## src/rtl/mfs_pkg.sv

```systemverilog
// package for the maximum frequency stack
// sizes, operation and status codes, cell control struct; no dependencies
package mfs_pkg;

  localparam int DEPTH      = 64;
  localparam int VALUE_BITS = 32;
  localparam int CNT_W      = $clog2(DEPTH + 1);
  localparam int IDX_W      = (DEPTH > 1) ? $clog2(DEPTH) : 1;
  localparam int LVL_W      = CNT_W;
  localparam int GROUP      = 8;
  localparam int NGROUPS    = (DEPTH + GROUP - 1) / GROUP;

  localparam logic OP_PUSH = 1'b0;
  localparam logic OP_POP  = 1'b1;

  localparam logic [1:0] ST_DONE  = 2'd0;
  localparam logic [1:0] ST_EMPTY = 2'd1;
  localparam logic [1:0] ST_FULL  = 2'd2;

  // broadcast from the controller to every cell
  typedef struct packed {
    logic [VALUE_BITS-1:0] key_value;
    logic [LVL_W-1:0]      key_level;
    logic                  on_level;
    logic [CNT_W-1:0]      count;
    logic                  shift_en;
    logic [IDX_W-1:0]      pick;
    logic                  write_en;
    logic [LVL_W-1:0]      new_level;
  } cell_ctrl_t;

endpackage

```

## src/rtl/mfs_find.sv

```systemverilog
// two-stage registered search for the highest matching cell index
// depends on mfs_pkg
module mfs_find
  import mfs_pkg::*;
(
  input  logic             clk,
  input  logic [DEPTH-1:0] match,
  output logic             hit,
  output logic [IDX_W-1:0] idx
);

  localparam int PAD = NGROUPS * GROUP;

  logic [PAD-1:0]   match_pad;
  logic [NGROUPS-1:0] grp_hit, grp_hit_next;
  logic [IDX_W-1:0] grp_idx [NGROUPS];
  logic [IDX_W-1:0] grp_idx_next [NGROUPS];
  logic             hit_next;
  logic [IDX_W-1:0] idx_next;

  assign match_pad = PAD'(match);

  // stage one: highest match inside each group of eight
  always_comb begin
    for (int g = 0; g < NGROUPS; g++) begin
      grp_hit_next[g] = 1'b0;
      grp_idx_next[g] = '0;
      for (int j = 0; j < GROUP; j++) begin
        if (match_pad[g*GROUP + j]) begin
          grp_hit_next[g] = 1'b1;
          grp_idx_next[g] = IDX_W'(g*GROUP + j);
        end
      end
    end
  end

  always_ff @(posedge clk) begin
    grp_hit <= grp_hit_next;
    for (int g = 0; g < NGROUPS; g++) begin
      grp_idx[g] <= grp_idx_next[g];
    end
  end

  // stage two: highest group with a match
  always_comb begin
    hit_next = 1'b0;
    idx_next = '0;
    for (int g = 0; g < NGROUPS; g++) begin
      if (grp_hit[g]) begin
        hit_next = 1'b1;
        idx_next = grp_idx[g];
      end
    end
  end

  always_ff @(posedge clk) begin
    hit <= hit_next;
    idx <= idx_next;
  end

endmodule

```

## config.mk

```make
export PLATFORM = sky130hd
export DESIGN_NAME = mfs_find
export DESIGN_NICKNAME = d
export VERILOG_FILES = /design/src/rtl/mfs_pkg.sv /design/src/rtl/mfs_find.sv
export SDC_FILE = /design/constraint.sdc
export NUM_CORES = 1
export LEC_CHECK = 0
export BUFFER_PORTS_ARGS = -buffer_cell sky130_fd_sc_hd__buf_2
export CAP_MARGIN = 20
export CORE_UTILIZATION = 30
export DETAILED_ROUTE_END_ITERATION = 8
export GPL_TIMING_DRIVEN = 0
export SYNTH_ARGS = -nofsm -noshare
export SYNTH_HDL_FRONTEND = slang
export SYNTH_SLANG_ARGS = --single-unit
export TNS_END_PERCENT = 50
```

## constraint.sdc

```tcl
create_clock -name clk -period 4 [get_ports clk]
set_clock_uncertainty 0.2 [all_clocks]
set_input_delay 0.2 -clock clk [delete_from_list [all_inputs] [get_ports clk]]
set_output_delay 0.2 -clock clk [all_outputs]
set_load 0.1 [all_outputs]
```

-- After elaboration in Yosys (flattened, before gate mapping)
Memory sizes are Yosys's and may differ from the RTL's.
Index checks and enable logic that the tools add are counted.
- bits in registers: 15
- RAM bits: 48
- input bits: 65
- output and inout bits: 7
- word-level logic and storage cells: 100
- memories kept: 1
- muxes and demuxes: 80
- reductions and logical operators: 9
- memories (memory ; words ; width ; rd ports ; clocked after Yosys merged registers in ; write ports ; RTL line ; RTL):
    grp_idx ; 8 ; 6 ; 8 ; 0 ; 8 ; mfs_find.sv:16 ; logic [IDX_W-1:0] grp_idx [NGROUPS];
- operator list (operator ; number):
    6-bit 2-to-1 mux ; 64
    7-bit OR reduction ; 9
    1-bit 2-to-1 mux ; 10
    5-bit 2-to-1 mux ; 2
    2-bit 2-to-1 mux ; 2
    4-bit 2-to-1 mux ; 1
    3-bit 2-to-1 mux ; 1

-- Longest topological paths before layout
An unclocked memory read counts as a cell.
- depth after elaboration: 9
- mapped depth: 5
- mapped depth without buffers: 4

-- Worst setup path after synthesis
Ideal clock, no wire load.
- path kind: register to register
- from: mem grp_idx[0][16] (netlist bit)
- to: reg idx[0]
- library setup time: 0.130 ns
- arrival time: 1.041 ns
- required time: 3.670 ns
- path slack: 2.629 ns
- stages on the path, launching flop included: 6
- path buffers: 1
- clock period less this slack: 1.371 ns
- cell sequence: dfxtp_1 > buf_4 > nor2_2 > and4_4 > a2111oi_2 > o22ai_1
- RTL lines (item ; RTL line ; RTL):
    start: declaration ; mfs_find.sv:16 ;
    end signal: assignment ; mfs_find.sv:58 ; idx <= idx_next;
    end: declaration ; mfs_find.sv:9 ; output logic [IDX_W-1:0] idx

==> summary.txt <==
Global route
  – Largest net degree at the start of global routing: 13
  – Initial antenna violation count: 0
  – Vias in the first global route: 1785
  – Global-route wire length before repair: a little over 7 mm
  – GRT Util Overall: 17.6%
  – GRT overflow: 0

STA
  – Final setup TNS: 0 ps
  – Max Freq: about 450 MHz
  – Final min period: 2240 ps
  – Worst-margin pin slew: about 490 ps
  – RSZ-0062 raised after global routing: false
  – Pins over their slew limit: 0
  – Relative slew slack: 67.7%
  – Crit share post-route: a little under three fifths
  – Final hold vios: 0
  – Setup-failing EPs final: 0

Floorplanning
  – Die span in y: 73.6 um
  – Die ar.: ~5400 um2
  – CORE AREA: 4820 um2
  – Die Wd: ~74 um
  – Ports: 72
  – FP Rows: 25
  – Initial core utilization: 31.9%

Pwr
  – Clk network pwr share: a little under two fifths
  – Sequential Power Share: 46.3%
  – Leakage: 1.23 nW
  – Switching Fraction: around 22%
  – Switching pwr: approximately 0.20 mW
  – P_int: roughly 0.7 mW
  – Logic pwr share: between 10% and 20%
  – PwrDens: 313 nW/um2
  – Worst vdd ir: about 130 uV

Run
  – Max Cap Violations: 0

Outcome
  – Status: completed

Routing
  – Final ANT Viol Nets: 0
  – Router iterations before antenna repair: 4
  – Total Wirelength: between 4 and 5 mm
  – Routed WL per cell: about 11 um
  – Via Count: ~1800
  – Vias per cell: roughly 4.5
  – 1st-iter DRT viols: 50
  – # DRC: 0

Critical path
  – CP Capture Type: register
  – Req. time, crit path: 3990 ps
  – Worst Path Max Fanout: 3
  – Startpoint types: input pin
  – Setup CP Type: input pin to register
  – CP arrival: between 2000 and 2500 ps

Clock network
  – CTS H-tree lvls: 2
  – CTS Hold Bufs: about 70
  – Clock Tree Buf Depth: 2
  – Post-CTS setup buffer count: 0
  – Root Buffer: clkbuf_8
  – # clock sinks: 39
  – Worst skew pair latency: between 200 and 300 ps
  – TritonCTS Buffers: 5
  – CTS clk-pin slew, worst paths: approximately 80 ps
  – Post_cts resized: 0
  – TritonCTS clock tree: built

Logic synthesis
  – Synthesized flop and latch total: 39
  – Share of the yosys chip area belonging to registers: approximately half
  – Net Count, Synth: ~250
  – Yosys Warn Count: 0
  – Netlist cell types: 27
  – Cells after synthesis: 182
  – Cell Area, Synth: roughly 1500 um2
  – Syn avg cell area: roughly 8.4 um2

Finish
  – Final core utilization: between 50% and 60%
  – P&R area growth vs syn: 83.1%
  – Fraction of layout cells with a size suffix above 1: around 26%
  – Inserted Diodes: 0
  – Final Instance Count excl. Fillers: 400
  – Nets: between 300 and 400

Placed design
  – DPL Wire Length: ~2.6 mm
  – Gp weighted congestion: ~0.7
  – PortBufs: just over 70
  – Placed cell count: 320

Hold path
  – Hold Path Class: input pin to register
-- critical path: stages --
cell and delay (ps):
dlygate4sd3_1 540, buf_2 130, nor2_1 190, dlygate4sd3_1 580
nand2_1 40, dlygate4sd3_1 540
-- synthesized netlist by cell type --
library cell,instances,area (um2)
a2111oi_2,1,15.0
a21oi_1,10,50.1
a221oi_1,1,8.76
a22oi_1,2,15.0
and3_1,2,12.5
and4_4,1,11.3
buf_4,1,7.51
clkbuf_1,1,3.75
dfxtp_1,39,781
inv_1,10,37.5
inv_2,1,3.75
nand2_1,17,63.8
nand2b_1,9,56.3
nand3b_1,1,7.51
nand4_1,9,56.3
nor2_1,43,161
nor2_2,1,6.26
nor2b_1,2,12.5
nor3_1,1,5.00
nor3_2,1,10.0
nor4_1,2,12.5
o21ai_0,3,15.0
o21bai_1,8,60.1
o221ai_1,5,43.8
o22ai_1,1,6.26
o31ai_1,9,67.6
or2b_1,1,7.51
-- power by group through the flow --
stage                     Sequential (mW)  Combinational, mW  Clock, mW
after detailed placement            0.416             0.0880          0
final                               0.407              0.137      0.336
after floorplan                     0.427             0.0304          0
after global routing                0.408              0.152      0.355
after CTS                           0.407              0.134      0.332
after global placement              0.416             0.0866          0
-- worst paths after layout --
path	from	to	slack [ps]	cells past startpoint
setup reg to reg	grp_idx[0][21]	idx[0]	2460	4
hold / removal	match[36]	grp_idx[1][0]	70	4
setup / recovery	match[38]	grp_idx[1][2]	1760	6
hold reg to reg	grp_idx[1][19]	idx[1]	250	2
-- layer usage --
| metal | vias up | share of wire [%] | global-route usage [%] |
|---|---|---|---|
| li1 | 934 | - | - |
| met1 | 805 | 40 | 18.4 |
| met2 | 46 | 53 | 33.0 |
| met3 | 14 | 3.8 | 2.88 |
| met4 | 0 | 3.3 | 9.83 |
| met5 | - | 0 | 0 |
-- kinds of logic (layout without fill, tap and decap cells) --
group	after synthesis	after routing	share of synthesized area (%)
compound gates	40	40	18.3
flops	39	39	50.8
buf+inv	13	164	3.42
simple gates	90	90	27.5
-- placed cells by master (no fill, tap or decap), drive strengths merged --
master / instances
nor3: 2
nand3b: 1
and3: 2
a2111oi: 1
clkbuf: 7
o22ai: 1
o221ai: 5
dfxtp: 39
nor2b: 2
a21oi: 10
and4: 1
nor2: 44
o31ai: 9
nand4: 9
or2b: 1
nor4: 2
nand2: 17
nand2b: 9
buf: 72
a221oi: 1
clkinv: 1
inv: 11
o21bai: 8
bufinv: 1
o21ai: 3
dlygate4sd3: 72
a22oi: 2
-- through the flow --
step	setup slack, ps	hold WS [ps]	area, um2	total power [mW]
2_1_floorplan	2630	97.4	1540	0.457
3_3_place_gp	2490	211	1980	0.503
3_5_place_dp	2450	214	1980	0.504
4_1_cts	1790	63.3	2820	0.874
5_1_grt	1700	88.3	2820	0.916
6_report	1760	67.9	2820	0.880
-- area by class of cell --
type / instances / area, um2
Tap cell: 67 / 83.8
Sequential cell: 39 / 781
Clock buffer: 6 / 82.6
Buffer: 2 / 11.3
Clock inverter: 2 / 35.0
Timing Repair Buffer: 143 / 1080
Multi-Input combinational cell: 130 / 704
Fill cell: 447 / 2000
Inverter: 11 / 41.3
-- state kept, by name, summed over array words and instances (netlist names) --
signal	count
grp_hit	1
grp_idx	31
hit	1
idx	6
Power figures use the tool's default switching activity.
