## config.mk

```make
export PLATFORM = sky130hd
export DESIGN_NAME = mfs_cell
export DESIGN_NICKNAME = d
export VERILOG_FILES = /design/src/rtl/mfs_pkg.sv /design/src/rtl/mfs_cell.sv
export SDC_FILE = /design/constraint.sdc
export NUM_CORES = 1
export LEC_CHECK = 0
export CORE_UTILIZATION = 45
export CTS_BUF_LIST = sky130_fd_sc_hd__clkbuf_8
export CTS_CLUSTER_DIAMETER = 40
export DETAILED_ROUTE_END_ITERATION = 6
export DONT_BUFFER_PORTS = 1
export GPL_ROUTABILITY_DRIVEN = 0
export PLACE_DENSITY = 0.69
export SYNTH_ARGS = -nofsm -noshare
export SYNTH_HDL_FRONTEND = slang
export SYNTH_SLANG_ARGS = --single-unit
export TNS_END_PERCENT = 5
```

## constraint.sdc

```tcl
create_clock -name clk -period 4.8 [get_ports clk]
set_input_delay 0.48 -clock clk [delete_from_list [all_inputs] [get_ports clk]]
set_output_delay 0.48 -clock clk [all_outputs]
set_load 0.01 [all_outputs]
```

## src/rtl/mfs_pkg.sv

```systemverilog
// package for the maximum frequency stack
// sizes, operation and status codes, cell control struct; no dependencies
package mfs_pkg;

  localparam int DEPTH      = 64;
  localparam int VALUE_BITS = 32;
  localparam int CNT_W      = $clog2(DEPTH + 1);
  localparam int IDX_W      = (DEPTH > 1) ? $clog2(DEPTH) : 1;
  localparam int LVL_W      = CNT_W;
  localparam int GROUP      = 8;
  localparam int NGROUPS    = (DEPTH + GROUP - 1) / GROUP;

  localparam logic OP_PUSH = 1'b0;
  localparam logic OP_POP  = 1'b1;

  localparam logic [1:0] ST_DONE  = 2'd0;
  localparam logic [1:0] ST_EMPTY = 2'd1;
  localparam logic [1:0] ST_FULL  = 2'd2;

  // broadcast from the controller to every cell
  typedef struct packed {
    logic [VALUE_BITS-1:0] key_value;
    logic [LVL_W-1:0]      key_level;
    logic                  on_level;
    logic [CNT_W-1:0]      count;
    logic                  shift_en;
    logic [IDX_W-1:0]      pick;
    logic                  write_en;
    logic [LVL_W-1:0]      new_level;
  } cell_ctrl_t;

endpackage

```

## src/rtl/mfs_cell.sv

```systemverilog
// one entry cell of the stack chain: value and level, tag compare, neighbor load
// depends on mfs_pkg
module mfs_cell
  import mfs_pkg::*;
(
  input  logic                  clk,
  input  logic [IDX_W-1:0]      cell_idx,
  input  cell_ctrl_t            ctrl,
  input  logic [VALUE_BITS-1:0] nxt_value,
  input  logic [LVL_W-1:0]      nxt_level,
  output logic [VALUE_BITS-1:0] value,
  output logic [LVL_W-1:0]      level,
  output logic                  match
);

  logic held;

  // entry is live when its index is below the fill count
  assign held  = CNT_W'(cell_idx) < ctrl.count;
  assign match = held && (ctrl.on_level ? (level == ctrl.key_level)
                                        : (value == ctrl.key_value));

  // close the gap on a pop, or take a new push at the fill point
  always_ff @(posedge clk) begin
    if (ctrl.shift_en && (cell_idx >= ctrl.pick)) begin
      value <= nxt_value;
      level <= nxt_level;
    end else if (ctrl.write_en && (CNT_W'(cell_idx) == ctrl.count)) begin
      value <= ctrl.key_value;
      level <= ctrl.new_level;
    end
  end

endmodule

```

-- Word level (Yosys, flattened, before mapping)
Index checks and enable logic that the tools add are counted.
- add/subtract/negate cells: 0
- $mul: 0
- div/mod/pow operators: 0
- order comparisons: 2
- eq/ne operators: 3
- shifts and indexed selects: 0
- muxes and demuxes: 5
- bitwise operators: 0
- reduce and logical (&&, ||, !) cells: 4
- operators by type and width (operator ; count):
    2-to-1 mux 32 bit ; 2
    equality test 32 bit ; 1
    2-to-1 mux 7 bit ; 2
    equality test 6 x 7 -> 1 bit ; 1
    equality test 7 bit ; 1
    less-than comparator 6 x 7 -> 1 bit ; 1
    >= comparator 6 bit ; 1
    logical AND 1 bit ; 3
    nonzero test 2 bit ; 1
    2-to-1 mux 1 bit ; 1
- register bits after elaboration: 39
- bits in latches: 0
- RAM bits: 0
- ROM bits: 0
- bits of input ports: 108
- word-level logic and storage cells: 16
- memories kept: 0

-- Depth between registers and ports, before layout
Gate-level depths: netlist (run 1).
- depth after elaboration: 4
- depth in mapped cells: 8
- mapped depth without buffers: 7

-- Least setup slack after synthesis (run 1)
Ideal clock, no wire load.
- path type: input-to-reg
- start: input port ctrl[20] in the netlist's numbering
- end: register level[0] (enable)
- library setup time: 0.489 ns
- data arrival time: 3.695 ns
- data required time: 4.311 ns
- path slack: 0.616 ns
- stages on the path: 4
- cells stage by stage: inv_1 ha_1 nand4b_1 o21ai_0
- longest elaborated chain between the ends: 3
- RTL lines (what ; RTL line ; source):
    from (decl) ; mfs_cell.sv:8 ; input cell_ctrl_t ctrl,
    equality test 6 x 7 -> 1 bit ; mfs_cell.sv:28 ; end else if (ctrl.write_en && (CNT_W'(cell_idx) == ctrl.count)) begin
    logical AND 1 bit ; mfs_cell.sv:28 ;
    nonzero test 2 bit (no line) ; - ;
    to (signal assigned) ; mfs_cell.sv:27 ; level <= nxt_level;
    to (signal assigned) ; mfs_cell.sv:30 ; level <= ctrl.new_level;
    to (decl) ; mfs_cell.sv:12 ; output logic [LVL_W-1:0] level,
Every way passes these cells.
A chain may end at the register's enable or synchronous reset.

-- Worst setup path after layout (run 1)
- start: register value[17]
- end: output port match
- longest elaborated chain between the ends: 3
- RTL lines (what ; RTL line ; source):
    from (decl) ; mfs_cell.sv:11 ; output logic [VALUE_BITS-1:0] value,
    from (signal assigned) ; mfs_cell.sv:26 ; value <= nxt_value;
    from (signal assigned) ; mfs_cell.sv:29 ; value <= ctrl.key_value;
    equality test 32 bit ; mfs_cell.sv:21 ; : (value == ctrl.key_value));
    2-to-1 mux 1 bit ; mfs_cell.sv:20 ; assign match = held && (ctrl.on_level ? (level == ctrl.key_level)
    logical AND 1 bit ; mfs_cell.sv:20 ;
    to (decl) ; mfs_cell.sv:13 ; output logic match
Every way passes these cells.

==> flow_summary.toml, run 1 <==
[timing]
period_needed_ns = 2.51
setup_viol = 0
fin_ws_ns = 2.29
worst_pin_slew_ns = 1.19
maxSlewViolCount = 0
max_slew_margin_pct = 20.2
hold_violations = 0
tns_ns = 0
rsz0062_at_grt = "no"
clock.fmax_mhz = 398
finalCritPeriodShare_pct = 52.4

[power_and_ir_drop]
comb_power_share_pct = 17.1
p_total_uw = 827
switchingPower_uw = 223
sw_frac_of_total_pct = 26.9
vdd_drop_max_mv = 0.186
cellLeakagePower_uw = 0.000884
p_clk_share_pct = 24.8
seqPwrFrac_pct = 58.1
p_int_uw = 604
powerDensity_nw_per_um2 = 325

[logic_synthesis]
ys_seq_area_share_pct = 48.8
synth_fa_ha_area_share_pct = 6.25
synth_top_family_by_area = "multiplexers"
syn_inst = 176
synth.largest_area_cell = "edfxtp_1"
syn-num-nets = 296
muxShareOfSynthArea_pct = 18.3
yosysUniqueCellTypes = 22
avgSynthCellArea_sq_um = 13.6
synth_warnings = 0
synth_top_cells_by_area = "edfxtp_1 49%, mux2_2 13%, xnor2_1 13%, ha_1 6.3%, mux2_1 5.2%"
synth_compound_area_share_pct = 4.17
ys_seq_elements = 39
synth_top_area_share_pct = 48.8
synth_xor_area_share_pct = 14.2
synth-simple-area-share_pct = 4.38
syn-cell-area_sq_um = 2400

[route]
ant_nets = 0
drt_pass1_iterations = 4
drc_errors = 0
drt_iter0_markers = 55
vias_per_cell = 5.84
routedWlPerCell_um = 20.3
routed_wl_um = 5090
vias = 1465

[min_path]
hp-class = "input port to register"
min_from = "nxt_value[28]"

[critical_path]
worstPathMaxFanout = 2
critPathRequiredTime_ns = 4.32
cp_slowest_cell = "edfxtp_1"
path_class = "register to primary output"
critical_path.startpoint = "value[17]"
start_kind = "register"
worstPathArrival_ns = 2.03
critPathMaxStageDelay_ns = 0.47
path_cells = "xnor2_1 -> nand4_1 -> nor4_1 -> a21oi_1 -> a211oi_1"
cp-end-kind = "primary output"

[global_routing]
antenna_found_initial = 0
grt_pass1_wl_um = 7070
grt-ovfl-total = 0
grtUsageTotal_pct = 17.4
grt_pass1_vias = 1583
grt_max_degree = 41

[floorplan]
initial_core_util_pct = 47.0
dieArea_sq_um = 5630
num_io_pins = 148
fp.dieW_um = 75.0
rows = 26
chipHeight_um = 75.0
core_sq_um = 5110

[place]
numPortBuffers = 0
pre_cts_ws_ns = 2.02
placed_area_sq_um = 2460
dp_hpwl_um = 4050

[clock_network]
clock_sinks = 39
cts_tree = "built"
numCtsBuffers = 5
hold_buffers = 0
clk_path_buf_depth = 2
htreeDepth = 2
cts_resized = 0
clk_pin_slew_ns = 0.07
postCtsSetupBuffers = 0
cts-root-buf = "clkbuf_8"

[outcome]
status = "complete, no violations"

[cells_and_area]
design.final.nets = 300
drive_gt1_share_pct = 21.5
synthToLayoutAreaGrowth_pct = 5.94
antenna_cells = 0
fillCellCount = 476
fin_area_sq_um = 2540

[job]
drv_cap = 0
critical path: cells and delay by family (launching register included):
family | cells | cell delay [ns]
AOI/OAI and AO/OA | 2 | 0.55
xor gates and xnor gates | 1 | 0.17
DFF | 1 | 0.47
and+or+nand+nor | 2 | 0.56
cell usage in the layout (no fill, tap or decap), drive strengths merged:
master and count:
inv 15, clkinv 1, edfxtp 39, xnor2 35
xor2 4, o22ai 1, clkbuf 5, buf 1
a21oi 5, nand4 10, nor4 3, nand2 1
nand2b 1, a211oi 1, nand4b 1, o21ai 2
o211ai 1, nand3 1, ha 12, a21o 3
mux2 39
synthesized netlist by cell type:
cell and instances:
edfxtp_1 39, xnor2_1 35, mux2_2 28, inv_1 13
ha_1 12, mux2_1 11, nand4_1 10, a21oi_1 4
buf_6 4, xor2_1 4, a21o_1 3, nor4_1 3
a211oi_1 1, a21oi_2 1, nand2_1 1, nand2b_1 1
nand3_1 1, nand4b_1 1, o211ai_4 1, o21ai_0 1
o21ai_2 1, o22ai_1 1
power groups by stage:
stage,logic [uW],clock network [uW],registers (uW)
3_5_place_dp,143,0,487
6_report,142,205,480
2_1_floorplan,124,0,480
5_1_grt,156,226,485
4_1_cts,144,211,480
3_3_place_gp,135,0,486
metrics by stage:
| step | util, % | std cells | hold slack, ns |
|---|---|---|---|
| 2_1_floorplan | - | 176 | 0.681 |
| 3_3_place_gp | 48.2 | 243 | 0.684 |
| 3_5_place_dp | 48.2 | 243 | 0.686 |
| 4_1_cts | 49.8 | 251 | 0.385 |
| 5_1_grt | 49.8 | 251 | 0.379 |
| 6_report | 49.8 | 251 | 0.395 |
sequential cells by signal, indices dropped and copies added, names as in the netlist:
register	count
value	32
level	7
layer usage:
layer	GRT usage, %	vias to the layer above	share of wire (%)
met5	0	-	0
met3	7.36	16	10
met4	7.55	0	2.5
li1	-	656	-
met1	17.1	681	35
met2	31.9	112	52
logic make-up (layout without fill, tap and decap cells):
group           after synthesis  after routing
buf+inv                      17             22
simple gates                 17             17
mux                          39             39
fa+ha+maj                    12             12
flops                        39             39
xor+xnor                     39             39
compound gates               13             13
cell type report:
type	instances	area (sq um)	area share [%]
repair buffers	1	7.51	0.295
flip-flops and latches	39	1170	46.0
well taps	70	87.6	3.44
clock inverters	3	12.5	0.492
multi-input cells	120	1150	45.1
clock buffers	5	68.8	2.71
inverters	13	48.8	1.92
final timing paths:
| check | end | slack (ns) | depth (start not counted) |
|---|---|---|---|
| setup / recovery | match | 2.29 | 5 |
| hold / removal | value[28] | 0.39 | 1 |
Note: power is estimated with default switching activity, not from simulation.
==> run 2: changes to the inputs <==
ABC_AREA = 1   (was not set)
PLACE_DENSITY = 0.71   (was 0.69)
clock period = 2.3 ns   (was 4.8 ns; I/O delays follow)
==> run 2 against run 1 <==
Against the previous run: synthesized area is 8.2% higher; sequential power is 110% higher; hold slack worse by 0.28 ns; core utilization is 0.13 points higher; synthesized cell count is 78% higher; critical path depth is 2 higher; die area is 8.0% higher; first-iteration DRC count is 16% higher; count of clock-buffer cells in the layout stayed put; routed wire length is 12% higher; global-route usage is 1.6 points higher; sequential share of layout area is 3.7 points lower; critical endpoint unchanged; largest cell class is now multi-input gates; largest power group unchanged; highest routed layer unchanged.
==> flow_summary.toml, run 2 <==
[clock_network]
cts-root-buf = "clkbuf_8"
numCtsBuffers = 5
clk_path_buf_depth = 2
cts_resized = 0
cts_tree = "built"
postCtsSetupBuffers = 0
clock_sinks = 39
clk_pin_slew_ns = 0.08
htreeDepth = 2
hold_buffers = 0

[cells_and_area]
largestRegisters = "value x32, level x7"
largest_reg_flops = 32
antenna_cells = 0
final_cell_mix = "116 x nand2_1, 39 x edfxtp_1, 33 x nand3_1"
design.final.nets = 433
final_common_cell = "nand2_1"
drive_gt1_share_pct = 4.46
fin_area_sq_um = 2770
synthToLayoutAreaGrowth_pct = 6.50
regMostFlops = "value"

[timing]
clock.fmax_mhz = 526
worst_pin_slew_ns = 0.615
max_slew_margin_pct = 58.9
tns_ns = 0
setup_viol = 0
period_needed_ns = 1.90
fin_ws_ns = 0.400
holdWs_ns = 0.113
hold_violations = 0
finalCritPeriodShare_pct = 82.6
rsz0062_at_grt = "no"
maxSlewViolCount = 0

[power_and_ir_drop]
p_total_uw = 1910
vdd_drop_max_mv = 0.344
cellLeakagePower_uw = 0.00122
powerDensity_nw_per_um2 = 689

[logic_synthesis]
syn-num-nets = 434
syn-cell-area_sq_um = 2600
synth_commonest_cells = "116 x nand2_1, 39 x edfxtp_1, 33 x nand3_1"
synth_top_cells_by_area = "edfxtp_1 45%, nand2_1 17%, xnor2_1 10%, nand3_1 6.4%, ha_1 5.8%"
ys_seq_elements = 39
synth.largest_area_cell = "edfxtp_1"
async_flop_share_pct = 0
ys_seq_area_share_pct = 45.1
avgSynthCellArea_sq_um = 8.27
synth_flop_cell = "edfxtp_1"
synth_top_area_share_pct = 45.1
yosysMostFrequentCell = "nand2_1"
syn_inst = 314
synth-edff-count = 39
yosysUniqueCellTypes = 21
synth_warnings = 0

[place]
pre_cts_ws_ns = 0.353
dp_hpwl_um = 4540
placed_area_sq_um = 2660
numPortBuffers = 0

[min_path]
hp-class = "input port to register"

[route]
vias_per_cell = 5.16
routedWlPerCell_um = 14.8
drt_iter0_markers = 64
routed_wl_um = 5700
vias = 1992
drc_errors = 0
drt_pass1_iterations = 4
ant_nets = 0

[floorplan]
core_sq_um = 5540
num_io_pins = 148
initial_core_util_pct = 46.9
chipHeight_um = 78.0
dieArea_sq_um = 6080
fp.dieW_um = 78.0
rows = 27

[critical_path]
critPathRequiredTime_ns = 2.07
worstPathArrival_ns = 1.67
worstPathMaxFanout = 2
cp-end-kind = "primary output"
path_class = "register to primary output"
start_kind = "register"

[job]
drv_cap = 0

[global_routing]
grt_pass1_vias = 1970
grtUsageTotal_pct = 19.1
grt_pass1_wl_um = 8680
antenna_found_initial = 0
grt_max_degree = 35
grt-ovfl-total = 0

[outcome]
status = "complete, no violations"
run 2: metrics by stage:
step / util (%) / instances
detailed placement: 48.0 / 378
finish: 49.9 / 386
CTS: 49.9 / 386
global route: 49.9 / 386
floorplan: - / 314
global placement: 48.0 / 378
run 2: path summary, 6_finish.rpt:
kind	cells after the start	start	end	slack (ns)
worst max-delay path	7	value[10]	match	0.40
worst min-delay path	2	ctrl[44]	value[14]	0.11
run 2: power breakdown:
group / leakage, uW / switching [uW] / internal [uW]
registers: 0.000360 / 113 / 898
logic: 0.000805 / 196 / 152
clock network: 0.0000556 / 229 / 317
total: 0.00122 / 539 / 1370
run 2: cell families after synthesis:
family	synth area share, %
adder cells (fa/ha/maj)	5.78
AND/OR/NAND/NOR	28.2
buffers and inverters	6.79
AO/OA/AOI/OAI	2.99
XOR/XNOR	11.1
flip-flops	45.1
run 2: area by class of cell:
type | instances | area (sq um)
fillers | 540 | 2770
multi-input cells | 237 | 1260
flip-flops and latches | 39 | 1170
inverters | 27 | 101
well taps | 72 | 90.1
clock buffers | 5 | 68.8
clock inverters | 3 | 38.8
repair buffers | 3 | 35.0
run 2: critical path, cell delays in order, from the launching register on:
cell,delay (ns)
edfxtp_1,0.47
xnor2_1,0.17
nand2_1,0.07
nor2_1,0.14
nand2_1,0.11
nor2_1,0.09
nand2_1,0.06
a21oi_1,0.28
run 2: metal layers:
| layer | global-route usage, % | routed length [um] |
|---|---|---|
| met1 | 23.3 | 2420 |
| met2 | 32.4 | 2740 |
| met3 | 5.65 | 489 |
| met4 | 5.74 | 57 |
| met5 | 0 | 0 |
==> run 3: changes to the inputs <==
clock period = 1.6 ns   (was 2.3 ns; I/O delays follow)
==> run 3 against run 2 <==
Against the previous run: hold slack worse by 0.064 ns; critical path type unchanged; first-iteration DRC count is 25% lower; non-clock buffer count is 29 higher; largest cell class unchanged; design area is 12% higher; die area stayed put; sequential cell count stayed put; the run now ends with negative setup slack left; sequential share of layout area is 4.6 points lower; combinational power is 100% higher; power is 44% higher; worst setup slack worse by 0.55 ns; critical path depth stayed put; routed wire length is 5.2% higher.
==> flow_summary.toml, run 3 (synthesis gave the netlist of run 2 again) <==
[clock_network]
clk_path_buf_depth = 2
numCtsBuffers = 5
clk_pin_slew_ns = 0.08
clock_sinks = 39
cts-root-buf = "clkbuf_8"
htreeDepth = 2
cts_tree = "built"

[place]
dp_hpwl_um = 4740
numPortBuffers = 0
dp.cells = 404

[cells_and_area]
largestRegisters = "value x32, level x7"
synthToLayoutAreaGrowth_pct = 19.6
antenna_cells = 0
final_cell_mix = "115 x nand2_1, 39 x edfxtp_1, 33 x nand3_1"
final_common_cell = "nand2_1"
drive_gt1_share_pct = 19.0
largest_reg_flops = 32
fillCellCount = 527
stdcell_count = 415
design.final.nets = 462
regMostFlops = "value"

[global_routing]
grt-ovfl-total = 0
grt_max_degree = 35
antenna_found_initial = 0
grt_pass1_wl_um = 9360
grt_pass1_vias = 2126
grtUsageTotal_pct = 20.0

[route]
routed_wl_um = 6000
drc_errors = 0
drt_iter0_markers = 48
ant_nets = 0
vias = 2121
vias_per_cell = 5.11
drt_pass1_iterations = 5
routedWlPerCell_um = 14.5

[critical_path]
critPathRequiredTime_ns = 1.44
start_kind = "register"
cp-end-kind = "primary output"
worstPathArrival_ns = 1.59
path_class = "register to primary output"
worstPathMaxFanout = 2

[power_and_ir_drop]
cellLeakagePower_uw = 0.00136
powerDensity_nw_per_um2 = 883
comb_power_share_pct = 25.7
seqPwrFrac_pct = 51.2
p_int_uw = 1930
p_clk_share_pct = 23.1
sw_frac_of_total_pct = 29.5
vdd_drop_max_mv = 0.380
switchingPower_uw = 809

[timing]
worst_pin_slew_ns = 0.239
tns_ns = -0.146
setup_viol = 1
maxSlewViolCount = 0
clock.fmax_mhz = 573
max_slew_margin_pct = 84.0
rsz0062_at_grt = "yes"
finalCritPeriodShare_pct = 109
hold_violations = 0
fin_ws_ns = -0.146
period_needed_ns = 1.75

[floorplan]
initial_core_util_pct = 46.9
num_io_pins = 148
rows = 27
chipHeight_um = 78.0
dieArea_sq_um = 6080
fp.dieW_um = 78.0
core_sq_um = 5540

[outcome]
violations = "negative setup slack"
status = "finished, violations left"

[min_path]
hp-class = "input port to register"

[job]
drv_cap = 0
## run 3: cell count changes in the layout (fill, tap and decap cells not counted), sizes merged
cell | previous run | this run
bufinv | 1 | 0
inv | 27 | 28
buf | 3 | 32
## run 3: final timing paths
check | to | cells after the start | startpoint
worst max-delay path | match | 7 | value[6]
worst min-delay path | value[11] | 2 | ctrl[41]
## run 3: per-layer routing
metal  up-vias  GRT usage [%]  wire length (um)
li1       1063              -                 -
met1       957           23.7              2440
met2        95           34.8              3050
met3         6           5.76               433
met4         0           6.67                69
met5         -              0                 0
## run 3: timing repair
item	CTS	global route
pin swaps	1	1
cloned	0	0
buffers inserted	1	2
hold buffers	0	0
setup endpoints to repair	1	1
resized for setup	1	2
## run 3: critical path, stage by stage, from the launching register on
cell and delay, ns:
edfxtp_1 0.43, xnor2_1 0.19, nand2_1 0.07, nor2_1 0.14
nand2_1 0.07, nor2_1 0.10, nand2_1 0.08, a21oi_2 0.21
## run 3: per-stage QoR
stage	utilization [%]	hold WS (ns)	cell area [sq um]	power (uW)	worst slack [ns]
after floorplan	-	0.339	2720	1900	-0.129
final	56.1	0.0488	3110	2740	-0.146
after global placement	53.8	0.341	2980	2090	0.0729
after CTS	55.6	0.0390	3080	2760	-0.168
after detailed placement	53.8	0.345	2980	2120	0.0482
after global routing	56.1	0.0389	3110	2910	-0.254
## run 3: final cells by class
cell class	instances	area (sq um)	share of cell area, %
well taps	72	90.1	2.90
clock inverters	3	16.3	0.524
repair buffers	32	265	8.54
flip-flops and latches	39	1170	37.7
inverters	27	126	4.07
multi-input cells	237	1370	44.0
clock buffers	5	68.8	2.22
## run 3: power by group through the flow
stage                     registers (uW)  logic, uW  clock network, uW
after floorplan                     1440        460                  0
after global placement              1420        673                  0
after detailed placement            1420        694                  0
after CTS                           1400        701                660
after global routing                1420        789                705
final                               1400        704                633
